File: src/rtl/trb_pkg.sv
// trb_pkg: shared types and constants of the TRB producer ring.
// Used by trb_ctrl, trb_datapath and trb_producer_ring. No dependencies.
`timescale 1ns / 1ps

package trb_pkg;

  // Default sizing
  localparam int SLOT_COUNT_DEF = 256;
  localparam int TAG_BITS_DEF   = 8;

  // Link TRB control word fields
  localparam logic [31:0] LINK_TYPE         = 32'd6;
  localparam int          TYPE_SHIFT        = 10;
  localparam logic [31:0] TOGGLE_CYCLE_FLAG = 32'd1 << 1;
  localparam logic [31:0] LINK_CTRL         = (LINK_TYPE << TYPE_SHIFT) | TOGGLE_CYCLE_FLAG;

  // Request codes
  localparam logic FUNC_PUSH  = 1'b0;
  localparam logic FUNC_EVENT = 1'b1;

  // Result kinds
  localparam logic [1:0] KIND_WRITE     = 2'd0;
  localparam logic [1:0] KIND_TAG       = 2'd1;
  localparam logic [1:0] KIND_NO_WAITER = 2'd2;
  localparam logic [1:0] KIND_RANGE     = 2'd3;

  // Controller to datapath commands
  typedef struct packed {
    logic capture;    // latch the request payload
    logic push_wr;    // emit TRB write, update tag store and slot
    logic link_wr;    // emit link TRB, toggle cycle bit
    logic ev_index;   // compute slot index from event pointer
    logic ev_read;    // read tag store at that index
    logic ev_result;  // emit completion result
  } trb_cmd_t;

  // Datapath to controller status
  typedef struct packed {
    logic wrap;       // current push reaches the last slot
  } trb_sts_t;

endpackage

File: src/rtl/trb_producer_ring.sv
// trb_producer_ring: a push goes from start through the push state to its result strobe,
// then through the link state for the link TRB when it reaches the last slot; the next start
// is taken in the cycle the last result shows. A completion steps through index subtract,
// tag memory read and result. The state machine walks one request at a time.
// Reset: slot 0, cycle bit 1, all tag valid bits and ring base cleared at once.
// Results show for one cycle on result_strobe_o; the receiver cannot stall.
`timescale 1ns / 1ps

module trb_producer_ring
  import trb_pkg::*;
#(
  parameter int SLOT_COUNT = SLOT_COUNT_DEF,
  parameter int TAG_BITS   = TAG_BITS_DEF
) (
  input  logic        clk_i,
  input  logic        rst_ni,
  // configuration write channel
  input  logic        cfg_valid_i,
  output logic        cfg_ready_o,
  input  logic [63:0] cfg_data_i,
  // request
  input  logic        start,
  output logic        busy,
  input  logic        func_i,
  input  logic [31:0] trb_word0_i,
  input  logic [31:0] trb_word1_i,
  input  logic [31:0] trb_word2_i,
  input  logic [31:0] trb_word3_i,
  input  logic        tag_present_i,
  input  logic [7:0]  waiter_tag_i,
  input  logic [63:0] event_pointer_i,
  // results
  output logic        result_strobe_o,
  output logic [1:0]  result_kind_o,
  output logic [63:0] write_address_o,
  output logic [31:0] out_word0_o,
  output logic [31:0] out_word1_o,
  output logic [31:0] out_word2_o,
  output logic [31:0] out_word3_o,
  output logic [7:0]  delivered_tag_o,
  output logic        last_result_o
);

  trb_cmd_t cmd;
  trb_sts_t sts;

  // Register writes are always taken
  assign cfg_ready_o = 1'b1;

  trb_ctrl u_ctrl (
    .clk_i  (clk_i),
    .rst_ni (rst_ni),
    .start  (start),
    .func_i (func_i),
    .sts_i  (sts),
    .cmd_o  (cmd),
    .busy   (busy)
  );

  trb_datapath #(
    .SLOT_COUNT (SLOT_COUNT),
    .TAG_BITS   (TAG_BITS)
  ) u_dp (
    .clk_i           (clk_i),
    .rst_ni          (rst_ni),
    .cmd_i           (cmd),
    .sts_o           (sts),
    .cfg_we_i        (cfg_valid_i & cfg_ready_o),
    .cfg_data_i      (cfg_data_i),
    .trb_word0_i     (trb_word0_i),
    .trb_word1_i     (trb_word1_i),
    .trb_word2_i     (trb_word2_i),
    .trb_word3_i     (trb_word3_i),
    .tag_present_i   (tag_present_i),
    .waiter_tag_i    (waiter_tag_i),
    .event_pointer_i (event_pointer_i),
    .result_strobe_o (result_strobe_o),
    .result_kind_o   (result_kind_o),
    .write_address_o (write_address_o),
    .out_word0_o     (out_word0_o),
    .out_word1_o     (out_word1_o),
    .out_word2_o     (out_word2_o),
    .out_word3_o     (out_word3_o),
    .delivered_tag_o (delivered_tag_o),
    .last_result_o   (last_result_o)
  );

endmodule

File: src/rtl/trb_ctrl.sv
// trb_ctrl: sequencing state machine of the TRB producer ring.
// Depends on trb_pkg (command and status structs, request codes).
`timescale 1ns / 1ps

module trb_ctrl
  import trb_pkg::*;
(
  input  logic     clk_i,
  input  logic     rst_ni,
  input  logic     start,
  input  logic     func_i,
  input  trb_sts_t sts_i,
  output trb_cmd_t cmd_o,
  output logic     busy
);

  typedef enum logic [5:0] {
    ST_IDLE = 6'b000001,
    ST_PUSH = 6'b000010,
    ST_LINK = 6'b000100,
    ST_EIDX = 6'b001000,
    ST_ERD  = 6'b010000,
    ST_ERES = 6'b100000
  } trb_state_e;

  trb_state_e state_q, state_d;

  // Next state and commands
  always_comb begin
    state_d = state_q;
    cmd_o   = '0;
    case (state_q)
      ST_IDLE: begin
        if (start) begin
          cmd_o.capture = 1'b1;
          state_d       = (func_i == FUNC_EVENT) ? ST_EIDX : ST_PUSH;
        end
      end
      ST_PUSH: begin
        cmd_o.push_wr = 1'b1;
        state_d       = sts_i.wrap ? ST_LINK : ST_IDLE;
      end
      ST_LINK: begin
        cmd_o.link_wr = 1'b1;
        state_d       = ST_IDLE;
      end
      ST_EIDX: begin
        cmd_o.ev_index = 1'b1;
        state_d        = ST_ERD;
      end
      ST_ERD: begin
        cmd_o.ev_read = 1'b1;
        state_d       = ST_ERES;
      end
      ST_ERES: begin
        cmd_o.ev_result = 1'b1;
        state_d         = ST_IDLE;
      end
      default: begin
        state_d = ST_IDLE;
      end
    endcase
  end

  always_ff @(posedge clk_i or negedge rst_ni) begin
    if (!rst_ni) begin
      state_q <= ST_IDLE;
    end else begin
      state_q <= state_d;
    end
  end

  assign busy = (state_q != ST_IDLE);

endmodule

File: src/rtl/trb_datapath.sv
// trb_datapath: ring base, enqueue slot, cycle bit, tag store and result registers.
// Depends on trb_pkg (commands, result kinds, link TRB constants).
`timescale 1ns / 1ps

module trb_datapath
  import trb_pkg::*;
#(
  parameter int SLOT_COUNT = SLOT_COUNT_DEF,
  parameter int TAG_BITS   = TAG_BITS_DEF
) (
  input  logic        clk_i,
  input  logic        rst_ni,
  input  trb_cmd_t    cmd_i,
  output trb_sts_t    sts_o,
  input  logic        cfg_we_i,
  input  logic [63:0] cfg_data_i,
  input  logic [31:0] trb_word0_i,
  input  logic [31:0] trb_word1_i,
  input  logic [31:0] trb_word2_i,
  input  logic [31:0] trb_word3_i,
  input  logic        tag_present_i,
  input  logic [7:0]  waiter_tag_i,
  input  logic [63:0] event_pointer_i,
  output logic        result_strobe_o,
  output logic [1:0]  result_kind_o,
  output logic [63:0] write_address_o,
  output logic [31:0] out_word0_o,
  output logic [31:0] out_word1_o,
  output logic [31:0] out_word2_o,
  output logic [31:0] out_word3_o,
  output logic [7:0]  delivered_tag_o,
  output logic        last_result_o
);

  localparam int SLOT_W = $clog2(SLOT_COUNT);

  // Configuration and ring state
  logic [63:0]         base_q;
  logic [SLOT_W-1:0]   enq_q;
  logic                cycle_q;
  logic [SLOT_W-1:0]   link_slot_q;
  logic [SLOT_COUNT-1:0] tag_vld_q;

  // Request payload
  logic [31:0] w0_q, w1_q, w2_q, w3_q;
  logic        tag_pres_q;
  logic [7:0]  tag_in_q;
  logic [63:0] ptr_q;

  // Completion lookup
  logic [SLOT_W-1:0]   idx_q;
  logic                oor_q;
  logic                vld_rd_q;
  logic [TAG_BITS-1:0] tag_rd_q;
  logic [TAG_BITS-1:0] tag_mem [SLOT_COUNT];

  // Result registers
  logic        strobe_q;
  logic [1:0]  kind_q;
  logic [63:0] addr_q;
  logic [31:0] ow0_q, ow1_q, ow2_q, ow3_q;
  logic [7:0]  dtag_q;
  logic        last_q;

  logic [SLOT_W-1:0] slot_eff;
  logic [SLOT_W-1:0] slot_nxt;
  logic              wrap;
  logic [63:0]       ptr_diff;

  // Slot to use: anything at or past the link slot restarts at zero
  always_comb begin
    slot_eff = (enq_q >= SLOT_W'(SLOT_COUNT - 1)) ? '0 : enq_q;
    slot_nxt = slot_eff + SLOT_W'(1);
    wrap     = (slot_eff >= SLOT_W'(SLOT_COUNT - 2));
    ptr_diff = ptr_q - base_q;
  end

  assign sts_o.wrap = wrap;

  // Payload capture
  always_ff @(posedge clk_i) begin
    if (cmd_i.capture) begin
      w0_q       <= trb_word0_i;
      w1_q       <= trb_word1_i;
      w2_q       <= trb_word2_i;
      w3_q       <= trb_word3_i;
      tag_pres_q <= tag_present_i;
      tag_in_q   <= waiter_tag_i;
      ptr_q      <= event_pointer_i;
    end
  end

  // Control state: base, slot, cycle bit, tag valid bits, strobe
  always_ff @(posedge clk_i or negedge rst_ni) begin
    if (!rst_ni) begin
      base_q    <= '0;
      enq_q     <= '0;
      cycle_q   <= 1'b1;
      tag_vld_q <= '0;
      strobe_q  <= 1'b0;
    end else begin
      strobe_q <= cmd_i.push_wr | cmd_i.link_wr | cmd_i.ev_result;
      if (cfg_we_i) begin
        base_q <= cfg_data_i;
      end
      if (cmd_i.push_wr) begin
        tag_vld_q[slot_eff] <= tag_pres_q;
        enq_q               <= wrap ? '0 : slot_nxt;
      end
      if (cmd_i.link_wr) begin
        cycle_q <= ~cycle_q;
      end
      if (cmd_i.ev_result && !oor_q && vld_rd_q) begin
        tag_vld_q[idx_q] <= 1'b0;
      end
    end
  end

  // Tag memory, registered read
  always_ff @(posedge clk_i) begin
    if (cmd_i.push_wr) begin
      tag_mem[slot_eff] <= TAG_BITS'(tag_in_q);
    end
    if (cmd_i.ev_read) begin
      tag_rd_q <= tag_mem[idx_q];
    end
  end

  // Completion index and range check, then valid bit lookup
  always_ff @(posedge clk_i) begin
    if (cmd_i.push_wr) begin
      link_slot_q <= slot_nxt;
    end
    if (cmd_i.ev_index) begin
      idx_q <= ptr_diff[SLOT_W+3:4];
      oor_q <= (ptr_diff[63:4] >= 60'(SLOT_COUNT));
    end
    if (cmd_i.ev_read) begin
      vld_rd_q <= tag_vld_q[idx_q];
    end
  end

  // Result registers
  always_ff @(posedge clk_i) begin
    if (cmd_i.push_wr) begin
      kind_q <= KIND_WRITE;
      addr_q <= base_q + (64'(slot_eff) << 4);
      ow0_q  <= w0_q;
      ow1_q  <= w1_q;
      ow2_q  <= w2_q;
      ow3_q  <= {w3_q[31:1], cycle_q};
      dtag_q <= '0;
      last_q <= ~wrap;
    end else if (cmd_i.link_wr) begin
      kind_q <= KIND_WRITE;
      addr_q <= base_q + (64'(link_slot_q) << 4);
      ow0_q  <= base_q[31:0];
      ow1_q  <= base_q[63:32];
      ow2_q  <= '0;
      ow3_q  <= LINK_CTRL | 32'(cycle_q);
      dtag_q <= '0;
      last_q <= 1'b1;
    end else if (cmd_i.ev_result) begin
      addr_q <= '0;
      ow0_q  <= '0;
      ow1_q  <= '0;
      ow2_q  <= '0;
      ow3_q  <= '0;
      last_q <= 1'b1;
      if (oor_q) begin
        kind_q <= KIND_RANGE;
        dtag_q <= '0;
      end else if (vld_rd_q) begin
        kind_q <= KIND_TAG;
        dtag_q <= 8'(tag_rd_q);
      end else begin
        kind_q <= KIND_NO_WAITER;
        dtag_q <= '0;
      end
    end
  end

  assign result_strobe_o = strobe_q;
  assign result_kind_o   = kind_q;
  assign write_address_o = addr_q;
  assign out_word0_o     = ow0_q;
  assign out_word1_o     = ow1_q;
  assign out_word2_o     = ow2_q;
  assign out_word3_o     = ow3_q;
  assign delivered_tag_o = dtag_q;
  assign last_result_o   = last_q;

endmodule

File: config.mk
export PLATFORM = sky130hd
export DESIGN_NAME = trb_producer_ring
export DESIGN_NICKNAME = d
export VERILOG_FILES = /design/src/rtl/trb_pkg.sv /design/src/rtl/trb_producer_ring.sv /design/src/rtl/trb_ctrl.sv /design/src/rtl/trb_datapath.sv
export SDC_FILE = /design/constraint.sdc
export NUM_CORES = 2
export LEC_CHECK = 0
export BUFFER_PORTS_ARGS = -buffer_cell sky130_fd_sc_hd__buf_4
export CELL_PAD_IN_SITES_DETAIL_PLACEMENT = 0
export CELL_PAD_IN_SITES_GLOBAL_PLACEMENT = 1
export CORE_MARGIN = 10
export CORE_UTILIZATION = 40
export DETAILED_ROUTE_END_ITERATION = 8
export PLACE_DENSITY_LB_ADDON = 0.1
export SETUP_SLACK_MARGIN = 0.05
export SYNTH_ARGS = -nofsm -noshare
export SYNTH_HDL_FRONTEND = slang
export SYNTH_HIERARCHICAL = 1
export SYNTH_SLANG_ARGS = --single-unit
File: constraint.sdc
create_clock -name clk_i -period 7.98 [get_ports clk_i]
set_clock_uncertainty 0.2 [all_clocks]
set_input_delay 0 -clock clk_i [delete_from_list [all_inputs] [get_ports clk_i]]
set_output_delay 0 -clock clk_i [all_outputs]
set_load 0.005 [all_outputs]
==> run metrics <==
Hold Crit Class input pin to register; clock sinks 2813; Clock Path Buffers 4; WP buf/inv 1; Post-Syn Area 117000 sq um; latest clock arrival within the worst-skew pair 920 ps; post-route cell area 142000 sq um; core box area 291000 sq um; Post-CTS Setup Repair Bufs 0; drt total wl 384000 microns; IO Port Bufs 473; ys async rst share 0.119; top post-synthesis cells by area edfxtp_1 63%, mux4_2 14%, dfrtp_1 7.2%; PD cells 253 nW/um^2; Max-Slew Margin vs Limit 0.107; combinational share of power 0.138; number of synthesis warnings 6; worst-path cell chain inv_1 -> ha_1 -> nand4_1 -> or3_1 -> o21ai_0 -> a21oi_1 -> o21ai_0 -> a31oi_1 -> o41ai_1 -> xnor2_1 -> nand4_1 -> or4b_1; Req. time, crit path 8370 ps; Congestion Overflow GR 0; drt first pass iters 6; max-slew violations 0; Worst Setup Start Kind register; Post-CTS Resized 0; Ports 476; vias 68.6k; Crit Path Class register to register; Seq cells post-synth 2813; DR DRC count 0; initial DRC count 6325; Largest delay share family, worst path compound AO/OA/AOI/OAI gates; CP max stage delay 670 ps; Synth cell types 97; status finished, final reports clean; CTS H-Tree Depth 5; clock share of power 0.385; number of synthesized flops with an enable pin 2467; NetSw 9.48 mW; CTS tree built; CP endpoint kind register; DR WL/cell 31.9 microns; share of the synthesized area in the top cell type 0.634; Worst-Margin Slew 1330 ps; Hold Fails Final Rpt 0; Root Driver clkbuf_16; post-layout total power 36.0 mW; Layout area overhead 21.7%; HPWL Detailed 249000 microns; crit path time final 5610 ps; CTS Hold Bufs 661; Fmax 178 MHz; final setup fails 0; Mapped Cells 6597; Num CTS Buffers 311; RSZ-0062 raised after global routing false; vias in the first global route 70.7k; # rows 198; Synth Net Count 6950; Sw Ratio 0.264; hold slack 139 ps; Final Cycle Share 0.703; antenna viol nets, final 0; most instantiated cells after synthesis 2467 x edfxtp_1, 737 x mux4_2, 425 x nor2_1; Area after DPL 126000 sq um; sequential share of the synthesized area 0.708; worst-path fanout max 10; VDD IR-drop max 0.244 mV; count leader, synth edfxtp_1; RD Place Congestion 0.898; syn_area_per_cell 17.7 sq um; largest net degree at the start of global routing 177; area leader, netlist edfxtp_1; sequential cell fraction of total power 0.477; Max Cap Viol 0; share of layout cells above drive strength 1 0.237; layout net count 8200; P_leak 48.0 nW; ys flop type edfxtp_1; initial antenna violation count 38; Filler cells 24.5k; Initial Utilization 0.402; DIE AREA 314000 sq um; Power Internal 26.5 mW; die width 560 microns; Post-Route Setup TNS 0 ps; average via count per standard cell 5.70; Slowest cell on crit path or4b_1; die height 560 microns; Worst-path clk slew 60 ps; GRT Util Overall 0.238; first-pass GRT wire length 544000 microns; CP arrival 6000 ps
## cell type report
| cell class | instances | area (sq um) | area share |
|---|---|---|---|
| Inverter | 101 | 387 | 0.00272 |
| Antenna cell | 27 | 67.6 | 0.000475 |
| Clock buffer | 415 | 8360 | 0.0588 |
| Multi-Input combinational cell | 3278 | 32300 | 0.227 |
| Tap cell | 3900 | 4880 | 0.0343 |
| Timing Repair Buffer | 1342 | 12100 | 0.0850 |
| Clock inverter | 149 | 1390 | 0.00974 |
| Sequential cell | 2813 | 82700 | 0.582 |
## registers in the layout, indices dropped and copies added (netlist names), 64 cells and up
register and cells:
u_dp/tag_mem 2048, u_dp/tag_vld_q 256, u_dp/base_q 64, u_dp/ptr_q 64, u_dp/write_address_o 64
## tightest hold or removal path, stage by stage
cell	delay (ps)
dlygate4sd3_1	520
buf_4	90
dlygate4sd3_1	530
## worst paths after layout
path                                        from                       to  slack [ps]  cells after the start
worst max-delay path             u_dp/base_q[18]               u_dp/oor_q        2370                     12
worst min-delay path             trb_word1_i[16]            u_dp/w1_q[16]         140                      3
worst max register to register   u_dp/base_q[18]               u_dp/oor_q        2370                     12
worst min register to register  u_dp/tag_rd_q[4]  u_dp/delivered_tag_o[4]         250                      1
max in group asynchronous                 rst_ni      u_dp/tag_vld_q[105]        5840                      5
min in group asynchronous                 rst_ni        u_dp/tag_vld_q[2]         150                      4
## kinds of logic (layout without fill, tap and decap cells)
group | count (synthesis) | count (layout) | synth area share
muxes | 1027 | 1027 | 0.167
other | 1 | 28 | 0.0000321
DFF | 2813 | 2813 | 0.708
adders and majority gates | 83 | 83 | 0.00902
and+or+nand+nor | 1177 | 1177 | 0.0460
xor gates and xnor gates | 65 | 65 | 0.00487
AOI/OAI and AO/OA | 925 | 925 | 0.0475
buffers and inverters | 506 | 2007 | 0.0179
## layout by cell type, fill, tap and decap left out, types with 85 or more instances in the layout
cell / count
nand2_1: 330
o21ai_0: 202
clkbuf_1: 88
buf_4: 654
a21oi_1: 413
clkbuf_16: 313
dfrtp_1: 334
inv_1: 99
nor2_1: 405
nand3_1: 85
mux2i_1: 284
mux4_2: 737
dlygate4sd3_1: 660
edfxtp_1: 2467
## stage by stage
stage | setup slack, ps | util | cells
3_3_place_gp | 2460 | 0.432 | 10800
6_report | 2370 | 0.489 | 12000
4_1_cts | 2430 | 0.488 | 12000
5_1_grt | 2130 | 0.489 | 12000
3_5_place_dp | 2450 | 0.432 | 10800
2_1_floorplan | 933 | - | 6597
## per-layer routing
layer | global-route usage | up-vias | part of all wire
met5 | 0 | - | 0.00046
met4 | 0.0840 | 28 | 0.042
met3 | 0.0463 | 576 | 0.063
met2 | 0.395 | 2422 | 0.49
met1 | 0.314 | 36500 | 0.41
li1 | - | 29100 | -
## power groups by stage
stage | Clock, mW | Sequential, mW | Combinational, mW
4_1_cts | 14.2 | 17.1 | 4.97
6_report | 13.9 | 17.2 | 4.95
3_3_place_gp | 0 | 17.4 | 4.64
2_1_floorplan | 0 | 17.8 | 2.39
5_1_grt | 14.8 | 17.2 | 5.25
3_5_place_dp | 0 | 17.5 | 4.68
Power figures use the tool's default switching activity.
